`src/design/bba_pkg.sv`:
```
// ----------------------------------------------------------------------------
// bba_pkg
// Shared constants, item types and helpers of the bitmap block allocator.
// ----------------------------------------------------------------------------
package bba_pkg;

  localparam int unsigned BitmapWords = 2048;
  localparam int unsigned WordBits    = 32;
  localparam int unsigned BitAw       = $clog2(WordBits);
  localparam int unsigned BlockW      = 16;

  // block numbers are 16 bits wide, so only this many words can be reached
  localparam int unsigned MaxReach   = (2 ** BlockW) / WordBits;
  localparam int unsigned ReachWords = (BitmapWords < MaxReach) ? BitmapWords : MaxReach;
  localparam int unsigned WordAw     = (ReachWords > 1) ? $clog2(ReachWords) : 1;

  // one summary bit per bitmap word, set while that word has a free block
  localparam int unsigned SumWords    = (ReachWords + WordBits - 1) / WordBits;
  localparam int unsigned SumAw       = (SumWords > 1) ? $clog2(SumWords) : 1;
  localparam int unsigned LastSumBits = ReachWords % WordBits;

  localparam logic [WordBits-1:0] AllFree  = 32'hFFFF_FFFF;
  localparam logic [WordBits-1:0] OneBit   = 32'h0000_0001;

  localparam logic ModeAlloc = 1'b0;
  localparam logic ModeFree  = 1'b1;

  typedef enum logic [1:0] {
    StOk      = 2'd0,
    StNotOpen = 2'd1,
    StNoFree  = 2'd2,
    StRange   = 2'd3
  } status_e;

  typedef struct packed {
    logic              mode;
    logic [BlockW-1:0] block_number;
  } in_item_t;

  typedef struct packed {
    status_e           status;
    logic [BlockW-1:0] allocated_block;
  } out_item_t;

  typedef struct packed {
    logic                bm_we;
    logic [WordAw-1:0]   bm_waddr;
    logic [WordBits-1:0] bm_wdata;
    logic [WordAw-1:0]   bm_raddr;
    logic                sm_we;
    logic [SumAw-1:0]    sm_waddr;
    logic [WordBits-1:0] sm_wdata;
    logic [SumAw-1:0]    sm_raddr;
  } mem_req_t;

  function automatic logic [BitAw-1:0] lsb32(input logic [WordBits-1:0] w);
    logic [BitAw-1:0] r;
    r = '0;
    for (int k = WordBits - 1; k >= 0; k--) begin
      if (w[k]) r = BitAw'(k);
    end
    return r;
  endfunction

  // summary word after reset: bits past the last reachable word stay clear
  function automatic logic [WordBits-1:0] sum_init(input logic [SumAw-1:0] j);
    logic [WordBits-1:0] r;
    r = AllFree;
    if ((LastSumBits != 0) && (32'(j) == SumWords - 1)) begin
      r = (OneBit << LastSumBits) - OneBit;
    end
    return r;
  endfunction

endpackage

```
`src/design/bba_core.sv`:
```
// ----------------------------------------------------------------------------
// bba_core
// Request sequencer: walks summary and bitmap memories, read-modify-write.
// ----------------------------------------------------------------------------
module bba_core import bba_pkg::*; (
  input  logic                clk_i,
  input  logic                rst_ni,
  input  logic                fs_open_i,
  input  logic                clr_busy_i,
  input  logic                in_valid_i,
  output logic                in_ready_o,
  input  in_item_t            in_data_i,
  output mem_req_t            mem_o,
  input  logic [WordBits-1:0] bm_rdata_i,
  input  logic [WordBits-1:0] sm_rdata_i,
  input  logic                out_free_i,
  output logic                res_push_o,
  output out_item_t           res_o
);

  localparam logic [2:0] SIdle = 3'd0;
  localparam logic [2:0] SSum  = 3'd1;
  localparam logic [2:0] SWord = 3'd2;
  localparam logic [2:0] SFree = 3'd3;
  localparam logic [2:0] SResp = 3'd4;

  logic [2:0]          state_q, state_d;
  logic [SumWords-1:0] top_q, top_d;
  logic [SumAw-1:0]    j_q, j_d;
  logic [BitAw-1:0]    i_q, i_d;
  logic [BitAw-1:0]    b_q, b_d;
  logic [WordAw-1:0]   w_q, w_d;
  logic [WordBits-1:0] sdata_q, sdata_d;
  out_item_t           res_q, res_d;

  logic                top_any;
  logic [SumAw-1:0]    top_j;
  logic                accept;
  logic [BitAw-1:0]    bit_sel;
  logic [WordBits-1:0] new_word;
  logic [WordBits-1:0] new_sum;

  // lowest word group that still has a free block
  always_comb begin
    top_j = '0;
    for (int k = SumWords - 1; k >= 0; k--) begin
      if (top_q[k]) top_j = SumAw'(k);
    end
  end

  assign top_any    = |top_q;
  assign in_ready_o = (state_q == SIdle) && !clr_busy_i;
  assign accept     = in_valid_i && in_ready_o;
  assign bit_sel    = lsb32(bm_rdata_i);
  assign new_word   = bm_rdata_i & ~(OneBit << bit_sel);
  assign new_sum    = sdata_q & ~(OneBit << i_q);

  always_comb begin
    state_d = state_q;
    top_d   = top_q;
    j_d     = j_q;
    i_d     = i_q;
    b_d     = b_q;
    w_d     = w_q;
    sdata_d = sdata_q;
    res_d   = res_q;
    mem_o   = '0;
    case (state_q)
      SIdle: begin
        if (accept) begin
          if (!fs_open_i) begin
            res_d   = '{status: StNotOpen, allocated_block: '0};
            state_d = SResp;
          end else if (in_data_i.mode == ModeAlloc) begin
            if (!top_any) begin
              res_d   = '{status: StNoFree, allocated_block: '0};
              state_d = SResp;
            end else begin
              j_d            = top_j;
              mem_o.sm_raddr = top_j;
              state_d        = SSum;
            end
          end else if (32'(in_data_i.block_number[15:5]) >= ReachWords) begin
            res_d   = '{status: StRange, allocated_block: '0};
            state_d = SResp;
          end else begin
            w_d            = WordAw'(in_data_i.block_number[15:5]);
            j_d            = SumAw'(in_data_i.block_number[15:10]);
            i_d            = in_data_i.block_number[9:5];
            b_d            = in_data_i.block_number[4:0];
            mem_o.bm_raddr = w_d;
            mem_o.sm_raddr = j_d;
            state_d        = SFree;
          end
        end
      end
      SSum: begin
        i_d            = lsb32(sm_rdata_i);
        sdata_d        = sm_rdata_i;
        w_d            = WordAw'({j_q, i_d});
        mem_o.bm_raddr = w_d;
        state_d        = SWord;
      end
      SWord: begin
        mem_o.bm_we    = 1'b1;
        mem_o.bm_waddr = w_q;
        mem_o.bm_wdata = new_word;
        // word now full: drop its summary bit, and the group bit if that empties too
        if (new_word == '0) begin
          mem_o.sm_we    = 1'b1;
          mem_o.sm_waddr = j_q;
          mem_o.sm_wdata = new_sum;
          if (new_sum == '0) top_d[j_q] = 1'b0;
        end
        res_d   = '{status: StOk, allocated_block: BlockW'({w_q, bit_sel})};
        state_d = SResp;
      end
      SFree: begin
        mem_o.bm_we    = 1'b1;
        mem_o.bm_waddr = w_q;
        mem_o.bm_wdata = bm_rdata_i | (OneBit << b_q);
        mem_o.sm_we    = 1'b1;
        mem_o.sm_waddr = j_q;
        mem_o.sm_wdata = sm_rdata_i | (OneBit << i_q);
        top_d[j_q]     = 1'b1;
        res_d          = '{status: StOk, allocated_block: '0};
        state_d        = SResp;
      end
      SResp: begin
        if (out_free_i) state_d = SIdle;
      end
      default: begin
        state_d = SIdle;
      end
    endcase
  end

  assign res_push_o = (state_q == SResp) && out_free_i;
  assign res_o      = res_q;

  always_ff @(posedge clk_i or negedge rst_ni) begin
    if (!rst_ni) begin
      state_q <= SIdle;
      top_q   <= '1;
    end else begin
      state_q <= state_d;
      top_q   <= top_d;
    end
  end

  always_ff @(posedge clk_i) begin
    j_q     <= j_d;
    i_q     <= i_d;
    b_q     <= b_d;
    w_q     <= w_d;
    sdata_q <= sdata_d;
    res_q   <= res_d;
  end

endmodule

```
`config.mk`:
```
export PLATFORM = sky130hd
export DESIGN_NAME = bba_core
export DESIGN_NICKNAME = d
export VERILOG_FILES = /design/src/design/bba_pkg.sv /design/src/design/bba_core.sv
export SDC_FILE = /design/constraint.sdc
export NUM_CORES = 1
export LEC_CHECK = 0
export ABC_AREA = 1
export BUFFER_PORTS_ARGS = -buffer_cell sky130_fd_sc_hd__buf_2
export CAP_MARGIN = 20
export CORE_MARGIN = 3
export CORE_UTILIZATION = 25
export DETAILED_ROUTE_END_ITERATION = 12
export SLEW_MARGIN = 10
export SYNTH_ARGS = -nofsm -noshare
export SYNTH_HDL_FRONTEND = slang
export SYNTH_SLANG_ARGS = --single-unit
export TNS_END_PERCENT = 50
```
`constraint.sdc`:
```
create_clock -name clk_i -period 4.8 [get_ports clk_i]
set_clock_uncertainty 0.05 [all_clocks]
set_input_delay 0.96 -clock clk_i [delete_from_list [all_inputs] [get_ports clk_i]]
set_output_delay 0.96 -clock clk_i [all_outputs]
set_load 0.01 [all_outputs]
```
Word-level counts from Yosys, hierarchy flattened
Cells that the tools add are included.
W data, S select, Z words.
- register bits: 144
- latch bits: 0
- memory bits (writable): 0
- bits in read-only memories: 0
- input bits: 87
- output and inout port bits: 120
- word-level logic and storage cells: 221
- memories: 0
- $add $sub $neg: 0
- multipliers: 0
- divide/modulo/power cells: 0
- magnitude comparators: 2
- equality and inequality tests: 12
- shift operators: 3
- mux-type cells: 166
- bitwise logic cells: 9
- reductions and logical operators: 20
- operators with widths (cell ; number):
    $mux W6 ; 71
    $mux W5 ; 67
    $mux W64 ; 2
    $pmux W64 S2 ; 1
    $shl A1 B5 Y32 const A ; 3
    $pmux W44 S2 ; 1
    $pmux W39 S2 ; 1
    $mux W18 ; 4
    $mux W11 ; 6
    $and A32 B32 Y32 ; 2
    $and A64 B64 Y64 ; 1
    $logic_not A32 Y1 ; 2
    $not A32 Y32 ; 2
    $not A64 Y64 ; 1
    $or A32 B32 Y32 ; 2
    $or A64 B64 Y64 ; 1
    $reduce_or A64 Y1 ; 1
    $pmux W18 S3 ; 1
    $pmux W11 S2 ; 2
    $mux W39 ; 1
    $reduce_and A4 Y1 ; 4
    $mux W3 ; 5
    $ne A2 B2 Y1 const B ; 6
    $pmux W3 S4 ; 1
    other kinds (17) ; 24

Depth between registers and ports, before layout
- depth after elaboration: 69
- depth in mapped cells: 65
- mapped depth without buffers: 65

Worst setup path after synthesis
No wires, ideal clock.
- kind: input -> output
- from: input port bm_rdata_i[30]
- to: output port mem_o[11] in the netlist's numbering
- arrival: 3.993 ns
- data required time: 3.790 ns
- slack: -0.203 ns
- cell stages on the path: 29
- path buffers: 1
- path through: inv_1 nand2_1 nand2_1 a21oi_1 o21ai_1 a21oi_1 o21ai_1 a21oi_1 o21ai_1 a21oi_1 o21ai_1 a21oi_1 o21ai_1 a21oi_1 o21ai_1 nand2_1 nand2_1 nand2_2 nor2_1 inv_2 nor2_2 nand2_1 o21ai_1 nand2_1 or3_4 nor4b_4 nand3_1 clkbuf_1 o21ai_0
- RTL lines (element ; RTL line ; text):
    from (decl) ; bba_core.sv:14 ; input logic [WordBits-1:0] bm_rdata_i,
    to (decl) ; bba_core.sv:13 ; output mem_req_t mem_o,

==> impl_metrics.ini <==
[critical_path]
cp.buffers_inverters = 5
cpMostUsedCell = o21ai_1
max_stage_delay_ns = 0.40
reg2reg_to = j_q[0]
critPathCaptureType = output port
cp_data_arrival_time_ns = 4.64
critPathKind = in2out
slowest_stage = or3_4
reg2reg_slack_ns = 0.68
crit_required_ns = 3.79
worstSetupStartpointType = input pin
cp_max_fo = 8
reg2reg_depth = 65
crit_family = simple AND/OR/NAND/NOR gates

[logic_synthesis]
ys_warn_count = 0
netlist.area_leader.share_pct = 23.73
ys.flop_type = edfxtp_1
synth_edf_count = 72
syn_area_um2 = 9110
syn_avg_cell_area_um2 = 7.018
netlist_instances = 1298
synth_nets = 1385
synth-seq-cells = 139
yosys-top-cells-count = nand2_1 (287), nor2_1 (216), o21ai_0 (186)
synth_top_cell_by_area = edfxtp_1
ys_seq_area_share_pct = 43.02
synth_cell_types = 37
async_flop_share_pct = 48.20
synth_area_leaders = edfxtp_1 (24%), dfstp_2 (18%), nand2_1 (12%)
synth.most_common_cell = nand2_1

[layout]
fillers = 3787
area_delta_synth_final_pct = 43.73
finalNetCount = 1696
layout-drive-gt1-share_pct = 36.07

[global_routing]
grt_pass1_vias = 9707
antenna_found_initial = 0
grt_pass1_wl_um = 56120
grt_max_degree = 86
track_usage_pct = 18.64
overflow = 0

[timing]
whs_ns = 0.4210
rsz0062_at_grt = true
maxSlewHeadroom_pct = 29.38
fin_tns_setup_ns = -31.42
hold_viol = 0
period_needed_ns = 5.654
report.final.setup_viol = 41
tightest_slew_ns = 1.054
max_freq_mhz = 176.9
slew_violations = 0
setup_slack_ns = -0.8543
min_period_over_period_pct = 117.8

[pwr]
peakVddDrop_v = 0.0003131
power.leakage_nw = 5.922
p_per_area_nw_per_um2 = 292.4

[cts]
htree_levels = 4
cts.clk_slew.worst_paths_ns = 0.06
cts.sinks = 139
numCtsBuffers = 17
hold_buffers = 0
clkLatencyLatePin_ns = 0.44
cts_buffer_depth = 2
clockRootBuffer = clkbuf_16
cts_tree = built

[routing]
drt_pre_antenna_iters = 6
wl_um = 37490
viasPerCell = 4.955
drt_iter0_drc = 908
ant_nets = 0
route.detailed.drc = 0
dr_total_vias = 10330
routedWlPerCell_um = 17.99

[placement]
preCtsSetupSlack_ns = -0.9091
gp_congestion = 0.9208
dp_hpwl_um = 28390
port_buffers = 206

[die]
rows = 69
core_um2 = 35740
num_io_pins = 207
die_x_um = 196.9
fp.dieH_um = 196.9
die_area_um2 = 38770
initial_utilization_pct = 25.49

[run_status]
status = finished, violations left
violations = setup timing

[hold_path]
hold_path.class = reg2reg
hold_depth = 2

[flow_run]
max-cap-violations = 0
## kinds of logic after synthesis
group | synth area share, %
flip-flops | 43.02
buffers and inverters | 9.092
multiplexers | 1.593
AND/OR/NAND/NOR | 28.29
AO/OA/AOI/OAI | 18.01
## tightest hold or removal path, cell delays in order, from the launching register on
cell     delay, ns
dfstp_2       0.38
nand2_2       0.05
o21ai_2       0.04
## timing repair
action,CTS,global route
buffers inserted,11,12
cloned,2,1
gates resized for setup,39,150
endpoints found under the setup margin,40,136
pin swaps,9,41
## how the worst max path moves through the flow
| stage | end | cells after the start | startpoint | slack (ns) |
|---|---|---|---|---|
| 6_report | mem_o[15] | 31 | bm_rdata_i[30] | -0.85 |
| 5_1_grt | mem_o[0] | 66 | register | -1.28 |
| 4_1_cts | mem_o[17] | 30 | bm_rdata_i[30] | -0.79 |
| 3_5_place_dp | mem_o[37] | 33 | bm_rdata_i[30] | -0.91 |
| 3_3_place_gp | mem_o[37] | 30 | bm_rdata_i[30] | -0.81 |
| 2_1_floorplan | mem_o[12] | 28 | bm_rdata_i[30] | -0.08 |
## power by group
group | internal [W] | switching, W
combinational | 0.000276 | 0.000613
clock | 0.000898 | 0.000569
sequential | 0.00141 | 0.0000606
total | 0.00259 | 0.00124
## routing by layer
| metal | routed length, µm | vias up | part of all wire [%] | track usage (%) |
|---|---|---|---|---|
| met3 | 3070 | 51 | 8.2 | 3.385 |
| met1 | 16340 | 4870 | 44 | 25.81 |
| li1 | - | 4934 | - | - |
| met2 | 17420 | 472 | 46 | 30.21 |
| met5 | 0 | - | 0 | 0 |
| met4 | 662 | 0 | 1.8 | 4.778 |
## layout make-up
type / count / area (µm²) / share of cell area, %
clock inverters: 14 / 209.0 / 1.596
well taps: 461 / 576.8 / 4.405
inverters: 182 / 720.7 / 5.504
clock buffers: 18 / 439.2 / 3.354
repair buffers: 329 / 2192 / 16.74
flip-flops and latches: 139 / 3919 / 29.93
diodes: 1 / 2.502 / 0.01911
multi-input cells: 940 / 5035 / 38.45
## layout by cell type, fill, tap and decap left out, types with 3 or more instances in the layout
cell	netlist	routed
a21oi_1	55	42
a21oi_2	0	11
a21oi_4	1	3
a22o_1	11	11
a31oi_1	9	8
buf_12	0	3
buf_2	0	191
buf_4	0	104
buf_6	0	28
bufinv_16	0	4
clkbuf_16	0	18
clkinv_1	5	5
clkinv_4	0	3
dfrtp_1	3	3
dfstp_2	64	64
edfxtp_1	72	72
inv_1	167	163
inv_2	8	9
inv_6	1	5
mux2i_1	13	13
nand2_1	287	254
nand2_2	3	24
nand2_4	2	12
nand3_1	51	48
nand4_1	15	15
nor2_1	216	194
nor2_2	3	14
nor2_4	0	11
nor3_1	25	17
nor3_2	0	8
nor4_1	12	9
o21ai_0	186	129
o21ai_1	23	35
o21ai_2	0	37
o21ai_4	0	8
o22ai_1	11	10
o31ai_1	3	3
## through the flow
stage,std cells,area (µm²),utilization [%],power [W]
6_report,2084,13090,36.63,0.003829
3_5_place_dp,2038,11640,32.56,0.002329
2_1_floorplan,1298,9325,-,0.001892
5_1_grt,2083,13090,36.63,0.004000
4_1_cts,2083,12580,35.19,0.003828
3_3_place_gp,2038,11640,32.56,0.002326
No activity file was read; power rests on OpenSTA's default activity.
