--- src/design/bba_ram.sv ---
// ----------------------------------------------------------------------------
// bba_ram
// Generic simple dual port RAM, one write and one registered read port.
// ----------------------------------------------------------------------------
module bba_ram #(
  parameter int unsigned Width = 32,
  parameter int unsigned Depth = 2,
  localparam int unsigned Aw = (Depth > 1) ? $clog2(Depth) : 1
) (
  input  logic             clk_i,
  input  logic             we_i,
  input  logic [Aw-1:0]    waddr_i,
  input  logic [Width-1:0] wdata_i,
  input  logic [Aw-1:0]    raddr_i,
  output logic [Width-1:0] rdata_o
);

  logic [Width-1:0] mem_q [Depth];
  logic [Width-1:0] rdata_q;

  always_ff @(posedge clk_i) begin
    if (we_i) begin
      mem_q[waddr_i] <= wdata_i;
    end
    rdata_q <= mem_q[raddr_i];
  end

  assign rdata_o = rdata_q;

endmodule

--- config.mk ---
export PLATFORM = sky130hd
export DESIGN_NAME = bba_ram
export DESIGN_NICKNAME = d
export VERILOG_FILES = /design/src/design/bba_ram.sv
export SDC_FILE = /design/constraint.sdc
export NUM_CORES = 1
export LEC_CHECK = 0
export ABC_CLOCK_PERIOD_IN_PS = 3200
export BUFFER_PORTS_ARGS = -buffer_cell sky130_fd_sc_hd__buf_2
export CAP_MARGIN = 10
export CORE_MARGIN = 2
export CORE_UTILIZATION = 48
export DETAILED_ROUTE_END_ITERATION = 10
export PLACE_DENSITY = 0.7
export SYNTH_ARGS = -nofsm -noshare
export SYNTH_HDL_FRONTEND = slang
export SYNTH_SLANG_ARGS = --single-unit
--- constraint.sdc ---
create_clock -name clk_i -period 3.2 [get_ports clk_i]
set_clock_uncertainty 0.2 [all_clocks]
set_input_delay 0.64 -clock clk_i [delete_from_list [all_inputs] [get_ports clk_i]]
set_output_delay 0.64 -clock clk_i [all_outputs]
set_load 0.005 [all_outputs]
[After elaboration in Yosys (flattened, before gate mapping)]
Memories as Yosys holds them, arrays and structs flattened. A register that Yosys moved wholly into a read port is not among the register bits.
Cells that the tools add are included.
Storage, ports and cells
  word-level logic and storage cells: 3
  bits in read-only memories: 0
  bits in latches: 0
  register bits: 0
  output and inout bits: 32
  RAM bits: 64
  memories kept: 1
  input port bits: 36
Memory list
  mem_q: depth 2, bits a word 32, rd ports 1, clocked after memory_dff 1, wr ports 1, RTL line 18  | logic [Width-1:0] mem_q [Depth];
Cells by class
  bitwise logic cells: 0
  $mul: 0
  $add $sub $neg: 0
  eq/ne operators: 0
  shift operators: 0
  order comparisons: 0
  divide/modulo/power cells: 0
  muxes and demuxes: 2
  reduce and logical (&&, ||, !) cells: 0
Operators with widths (number)
  $mux W1: 2

[Logic depth before layout (Yosys ltp)]
Gate-level depths: netlist of the first run.
  depth after elaboration: 2
  depth in mapped cells: 3

[Worst setup path after synthesis of the first run]
OpenSTA, ideal clock, no wires.
  path kind: input-to-reg
  start point: input waddr_i
  end point: memory mem_q[0][0] (enable)
  stages: 1
  slack: 0.482 ns
  data required time: 2.575 ns
  data arrival time: 2.092 ns
  cell sequence: nor2b_1
RTL lines
  start, declared: RTL line 12  | input logic [Aw-1:0] waddr_i,
  end, declared: RTL line 18
No word-level cell before the write port.

[Worst setup path in the final report of the first run]
  start point: input raddr_i
  end point: register rdata_q[6], in the netlist rdata_o[6], read port of mem_q
RTL lines
  start, declared: RTL line 14  | input logic [Aw-1:0] raddr_i,
  end, declared: RTL line 19  | logic [Width-1:0] rdata_q;
No word-level cell between the ends.

==> results of run 1 <==
[final timing paths]
kind | startpoint | end | slack [ns]
max | raddr_i | rdata_o[6] | 1.40
min reg2reg | mem_q[0][16] | rdata_o[16] | 0.27
min | mem_q[0][16] | rdata_o[16] | 0.27
max reg2reg | mem_q[0][6] | rdata_o[6] | 2.24
[flip-flops by register name, indices dropped and copies added, names as in the netlist]
signal	count
mem_q	64
rdata_o	32
[metrics by stage]
step                worst slack, ns  instances
floorplan                    0.4823        134
global placement              1.023        278
detailed placement           0.9985        278
CTS                           1.374        294
global route                  1.349        294
finish                        1.404        294
[cell usage after synthesis, drive strengths merged]
master,instances
edfxtp,64
buf,4
dfxtp,32
nor2b,1
mux2,32
and2,1
[kinds of logic (layout without fill, tap and decap cells)]
| kind of cell | after synthesis | count (layout) |
|---|---|---|
| and+or+nand+nor | 2 | 2 |
| muxes | 32 | 32 |
| buffers and inverters | 4 | 87 |
| DFF | 96 | 96 |
[metal layers]
layer	up-vias	track usage	routed length [um]
li1	655	-	-
met1	677	0.1465	1771
met2	42	0.2054	2138
met3	6	0.03835	194
met4	0	0.06926	82
met5	-	0	0
[worst max-delay path, cell delays in order]
cell    delay [ns]
buf_2         0.60
buf_4         0.28
mux2_4        0.30
[layout make-up]
type	count	area share
sequential	96	0.6914
multi-input combinational	34	0.1330
clock buffer	11	0.03545
tap	77	0.02600
clock inverter	5	0.01553
timing repair buffer	71	0.09858
[report_power, final]
part	internal, uW	switching, uW	leakage [uW]
sequential	1420	21.9	0.000871
clock	361	383	0.0000856
combinational	95.6	64.1	0.000548
total	1880	469	0.00150
==> impl_metrics.ini, run 1 <==
[run_status]
outcome = completed

[place]
place_congestion = 0.6477
dp_hpwl_um = 2613
dpl_cell_area_um2 = 3517
portBuffers = 67

[worst_setup_path]
critPathKind = in2reg
cp-start-kind = primary input
cp.arrival_ns = 1.83
rr_worst_depth = 1
crit_fanout = 25
cp_data_required_time_ns = 3.23
worstSetupEndpointType = flip-flop

[yosys]
synth_cells = 134
synth_compound_area_frac = 0
postSynthAreaPerCell_um2 = 23.28
ys_warn_count = 0
synthesis.area_um2 = 3119
yosys.area_share.simple = 0.004011
mappedNetlistNets = 170
yosysTopAreaCellShare = 0.6161
synth_area_leaders = edfxtp_1 62%, dfxtp_1 21%, mux2_4 14%, buf_12 1.9%, mux2_2 0.72%
synthDistinctLibCells = 8
muxShareOfSynthArea = 0.1516
synth_top_family_by_area = multiplexers
netlist.top_cell.by_area = edfxtp_1
synth_seq_cells = 96
synthAdderAreaFrac = 0
yosysSeqAreaShare = 0.8215
synth_xor_area_frac = 0

[timing]
final-setup-viol-count = 0
rsz0062_at_grt = false
min_period_ns = 1.796
slew-limit-headroom = 0.4779
drv_slew = 0
fmax_mhz = 556.7
hold_viol_final = 0
fin_crit_sh = 0.5613
setup_tns_ns = 0
fin_hold_ws_ns = 0.2700
worst_slew_pin_slew_ns = 0.7832

[grt]
grt_util_all_layers = 0.1250
grt_pass1_vias = 1336
grt_pass1_wl_um = 6561
grt_max_degree = 33
gr-total-overflow = 0
grt_antenna_before_repair = 0

[power]
cellPowerDensity_nw_per_um2 = 632.7
p_leak_uw = 0.001504
totalPowerFinal_uw = 2345
ir_drop_v = 0.0003681

[clocking]
cts_tree = yes
numCtsBuffers = 9
cts_buffer_depth = 2
cts-resized-gates = 0
cts_hold_buffers = 0
cts.clk_slew.worst_paths_ns = 0.09
post-cts-setup-buffer-count = 0
insertion_delay_ns = 0.34
htreeDepth = 3
root_buffer = clkbuf_8
cts_sinks = 96

[detailed_routing]
drtIter0Drc = 45
drc = 0
drtPass1Iterations = 4
avgViaCountPerCell = 4.694
wire_per_inst_um = 14.24
final_antenna_net_count = 0
vias = 1380
drt_wl_total_um = 4187

[layout]
drive_above_1_share = 0.5438
final_common_cell = buf_2
regArea_um2 = 2562
nFillCells = 493
multi_input_area_um2 = 493.0
area_growth_pct = 18.81
final_nets = 248
final_core_util = 0.5870
n_antenna_cell = 0
stdcell_area_um2 = 3706
final_cell_mix = 67 x buf_2, 64 x edfxtp_1, 32 x dfxtp_1

[die]
rows = 29
core_area_um2 = 6314
dieArea_um2 = 7159
die_w_um = 84.61
fp.dieH_um = 84.61
initial_core_util = 0.4941
io_pins = 68

[hold_path]
hp-class = reg2reg
whs_path_depth = 1

[job]
maxCapViolCount = 0
Note: power is estimated with default switching activity, not from simulation.
==> inputs of run 2 (changes only) <==
- ABC_CLOCK_PERIOD_IN_PS: 3200 -> 1700
- clock period: 3.2 -> 1.7 ns (I/O delays scaled with it)
==> run 2 against run 1 <==
Via count grew 6.7%; combinational power grew 130%; flip-flop and latch count is the same; register-to-register slack lost 1.5 ns.
==> impl_metrics.ini, run 2 (synthesis gave the netlist of run 1 again) <==
[detailed_routing]
drc = 0
drtPass1Iterations = 4
drt_wl_total_um = 4420
avgViaCountPerCell = 4.532
final_antenna_net_count = 0
vias = 1473
drtIter0Drc = 82
wire_per_inst_um = 13.60

[run_status]
outcome = completed

[power]
p_leak_uw = 0.001669
ir_drop_v = 0.0006999
cellPowerDensity_nw_per_um2 = 1137

[worst_setup_path]
timing.rr.end = rdata_o[15]
cp.arrival_ns = 0.80
crit_fanout = 1
crit_family = flip-flops
cp_data_required_time_ns = 1.16
worstSetupEndpointType = primary output
critPathKind = reg2out
path_depth = 1
cp_num_buf_inv = 1
critPathSlowestCell = dfxtp_1
cp-start-kind = flip-flop
rrSetupSlack_ns = 0.75
crit_chain = buf_2
rr_worst_depth = 1
cpPeakStageDelay_ns = 0.35
rr_startpoint = mem_q[0][15]

[timing]
fin_ws_ns = 0.3583
drv_slew = 0
hold_viol_final = 0
setup_tns_ns = 0
fmax_mhz = 745.3
min_period_ns = 1.342
slew-limit-headroom = 0.8347
rsz0062_at_grt = false
fin_crit_sh = 0.7892
final-setup-viol-count = 0
worst_slew_pin_slew_ns = 0.2479

[grt]
gr-total-overflow = 0
grt_util_all_layers = 0.1322
grt_max_degree = 33
grt_pass1_vias = 1540
grt_antenna_before_repair = 0
grt_pass1_wl_um = 7031

[clocking]
post-cts-setup-buffer-count = 0
cts_sinks = 96
cts.clk_slew.worst_paths_ns = 0.08
insertion_delay_ns = 0.34
cts-resized-gates = 0
cts_tree = yes
root_buffer = clkbuf_8
htreeDepth = 3
cts_hold_buffers = 32
cts_buffer_depth = 2
numCtsBuffers = 9

[die]
rows = 29
fp.dieH_um = 84.61
initial_core_util = 0.4941
dieArea_um2 = 7159
core_area_um2 = 6314
io_pins = 68
die_w_um = 84.61

[hold_path]
whs_path_depth = 1
worstHoldStart = mem_q[0][21]
hp-class = reg2reg
holdPathEnd = rdata_o[21]

[layout]
final_cell_mix = 67 x buf_2, 64 x edfxtp_1, 32 x dlygate4sd3_1, 32 x dfxtp_1, 30 x mux2_4
regArea_um2 = 2562
nFillCells = 466
largest_register_ffs = 64
final_nets = 279
drive_above_1_share = 0.4839
multi_input_area_um2 = 494.2
n_antenna_cell = 0
largest-register = mem_q
area_growth_pct = 31.05
final_common_cell = buf_2

[place]
portBuffers = 67
place_congestion = 0.6669
place_ws_ns = 0.3082

[job]
maxCapViolCount = 0
run 2: how the worst max path moves through the flow:
stage                    start     endpoint  slack, ns
floorplan                 we_i  mem_q[0][0]       0.23
global placement       raddr_i  rdata_o[30]       0.31
detailed placement     raddr_i  rdata_o[30]       0.31
CTS                 rdata_o[7]   rdata_o[7]       0.35
global route        rdata_o[6]   rdata_o[6]       0.31
finish              rdata_o[7]   rdata_o[7]       0.36
run 2: metrics by stage:
step	hold slack (ns)	utilization	std cells	power [uW]	area (um2)
after global routing	0.2846	0.6474	325	4851	4088
after floorplan	0.2389	-	134	2938	3128
final	0.2712	0.6474	325	4649	4088
after CTS	0.2740	0.6474	325	4712	4088
after detailed placement	0.2589	0.5620	277	3086	3548
after global placement	0.2514	0.5620	277	3073	3548
run 2: power breakdown:
group	switching (uW)	internal [uW]	total (uW)
clock network	739	831	1570
registers	41.9	2670	2710
logic	131	235	366
run 2: cell type report:
type                    instances  area share
clock buffers                   9     0.03030
clock inverters                 7     0.02326
multi-input cells              34      0.1209
flip-flops and latches         96      0.6269
well taps                      77     0.02357
repair buffers                102      0.1751
run 2: routing by layer:
layer / vias to the layer above / wire (um) / global-route usage / part of all wire
li1: 719 / - / - / -
met1: 707 / 1851 / 0.1540 / 0.42
met2: 43 / 2292 / 0.2198 / 0.52
met3: 4 / 225 / 0.03835 / 0.051
met4: 0 / 51 / 0.07359 / 0.012
met5: - / 0 / 0 / 0
==> inputs of run 3 (changes only) <==
- ABC_AREA: not set -> 1
- ABC_CLOCK_PERIOD_IN_PS: 1700 -> 1200
- CORE_UTILIZATION: 48 -> 47
- PLACE_DENSITY: 0.7 -> 0.71
- clock period: 1.7 -> 1.2 ns (I/O delays scaled with it)
==> run 3 against run 2 <==
The flow now finishes with violations (negative setup slack); combinational power up 37%; first-iteration DRC count down 12%; utilization about the same.
==> impl_metrics.ini, run 3 <==
[run_status]
outcome = finished with violations
violations = negative setup slack

[die]
initial_core_util = 0.4833
dieArea_um2 = 7193
die_w_um = 84.81
rows = 29
fp.dieH_um = 84.81
core_area_um2 = 6350
io_pins = 68

[detailed_routing]
wire_per_inst_um = 12.55
drt_wl_total_um = 4984
drtPass1Iterations = 4
route.met3.wl_um = 273
drc = 0
avgViaCountPerCell = 4.504
wl_met2_um = 2541
drtIter0Drc = 72
route.top_layer_used = met4
vias = 1788
final_antenna_net_count = 0
wl_met1_um = 2066

[layout]
drive_above_1_share = 0.3469
n_antenna_cell = 0
stdcell_area_um2 = 4109
largest_register_ffs = 64
final_nets = 351
final_cell_mix = 86 x nand2_1, 66 x buf_2, 64 x edfxtp_1
area_growth_pct = 33.88
final_common_cell = nand2_1
largest-register = mem_q

[yosys]
ys_warn_count = 0
synth-edff-count = 64
synthDistinctLibCells = 10
yosysTopAreaCellShare = 0.6262
yosysSeqAreaShare = 0.8349
synth_ff_type = edfxtp_1
synth_seq_cells = 96
mappedNetlistNets = 240
yosys.cell_count.top_type = nand2_1
ys_async_sr_fraction = 0
synth_cells = 204
postSynthAreaPerCell_um2 = 15.05
netlist.top_cell.by_area = edfxtp_1
synth.top_cells.by_count = 87 x nand2_1, 64 x edfxtp_1, 32 x dfxtp_1
synth_area_leaders = edfxtp_1 63%, dfxtp_1 21%, nand2_1 11%, nand2_2 2.0%, clkbuf_8 1.3%
synthesis.area_um2 = 3069

[grt]
gr-total-overflow = 0
grt_pass1_vias = 1698
grt_antenna_before_repair = 0
grt_max_degree = 33
grt_util_all_layers = 0.1488
grt_pass1_wl_um = 7886

[timing]
hold_viol_final = 0
fin_ws_ns = -0.05023
setup_tns_ns = -0.5479
final-setup-viol-count = 32
drv_slew = 0
worst_slew_pin_slew_ns = 0.2439
fin_hold_ws_ns = 0.03002
slew-limit-headroom = 0.8374
rsz0062_at_grt = true
min_period_ns = 1.250
fin_crit_sh = 1.042
fmax_mhz = 799.9

[worst_setup_path]
critPathSlowestCell = dfxtp_2
crit_chain = buf_2
crit_fanout = 1
cp_data_required_time_ns = 0.76
rr_startpoint = mem_q[1][21]
crit_family = flip-flops
path_depth = 1
cp_num_buf_inv = 1
cp-start-kind = flip-flop
worstSetupEndpointType = primary output
rrSetupSlack_ns = 0.37
timing.rr.end = rdata_o[21]
cpPeakStageDelay_ns = 0.33
critPathKind = reg2out
rr_worst_depth = 2
cp.arrival_ns = 0.81

[clocking]
numCtsBuffers = 9
cts_tree = yes
cts.clk_slew.worst_paths_ns = 0.09
root_buffer = clkbuf_8
htreeDepth = 3
cts_buffer_depth = 2
cts_sinks = 96
insertion_delay_ns = 0.36

[power]
cellPowerDensity_nw_per_um2 = 1609
ir_drop_v = 0.0009208
seq_power_share = 0.582
p_switching_uw = 1372
p_int_uw = 5237
pwr-share-clk = 0.342
p_leak_uw = 0.001748
sw_frac_of_total = 0.2076
combPwrFrac = 0.076

[place]
place_congestion = 0.6414
dpl_cell_area_um2 = 3556
portBuffers = 67
place_ws_ns = -0.1492
dp_hpwl_um = 3242

[hold_path]
worstHoldStart = raddr_i
whs_path_depth = 3
holdPathEnd = rdata_o[24]
hp-class = in2reg

[job]
maxCapViolCount = 0
## run 3: changes by cell type in the layout (fill, tap and decap cells not counted), moves of 2 or more
cell | before | now
nand2_1 | 0 | 86
dfxtp_2 | 0 | 6
mux2_2 | 2 | 0
dfxtp_1 | 32 | 26
inv_6 | 1 | 3
mux2_4 | 30 | 0
buf_4 | 0 | 4
nand2_2 | 0 | 10
## run 3: layout make-up
type / count / area, um2
clock buffers: 10 / 127.6
multi-input cells: 98 / 416.7
clock inverters: 6 / 91.34
fillers: 462 / 2241
inverters: 3 / 35.03
repair buffers: 107 / 772.0
well taps: 77 / 96.34
flip-flops and latches: 96 / 2570
## run 3: cell families after synthesis
| family | count (synthesis) | synth area share |
|---|---|---|
| simple gates | 98 | 0.1280 |
| flops | 96 | 0.8349 |
| buf+inv | 10 | 0.03710 |
## run 3: metrics by stage
stage,total power [uW],utilization,instances
2_1_floorplan,4108,-,204
3_3_place_gp,4327,0.5600,349
3_5_place_dp,4346,0.5600,349
4_1_cts,6678,0.6455,397
5_1_grt,6873,0.6471,397
6_report,6610,0.6471,397
## run 3: per-layer routing
layer / GRT usage / up-vias
li1: - / 897
met1: 0.1817 / 820
met2: 0.2377 / 61
met3: 0.04572 / 10
met4: 0.08225 / 0
met5: 0 / -
## run 3: worst max path at each step
| stage | from | to | slack, ns |
|---|---|---|---|
| floorplan | we_i | mem_q[0][0] | -0.15 |
| global placement | we_i | mem_q[0][3] | -0.14 |
| detailed placement | we_i | mem_q[0][6] | -0.15 |
| CTS | rdata_o[18] | rdata_o[18] | -0.06 |
| global route | rdata_o[18] | rdata_o[18] | -0.09 |
| finish | rdata_o[18] | rdata_o[18] | -0.05 |
## run 3: timing repair
action / 4_1_cts / 5_1_grt
hold buffers: 32 / 0
endpoints found under the hold margin: 64 / 0
setup buffers: 0 / 0
gates resized for setup: 3 / 4
endpoints found under the setup margin: 32 / 32
pin swaps: 0 / 0
## run 3: power groups by stage
stage | logic, uW | registers [uW] | clock network (uW)
floorplan | 180 | 3930 | 0
global placement | 416 | 3910 | 0
detailed placement | 428 | 3920 | 0
CTS | 511 | 3840 | 2320
global route | 557 | 3870 | 2450
finish | 502 | 3850 | 2260
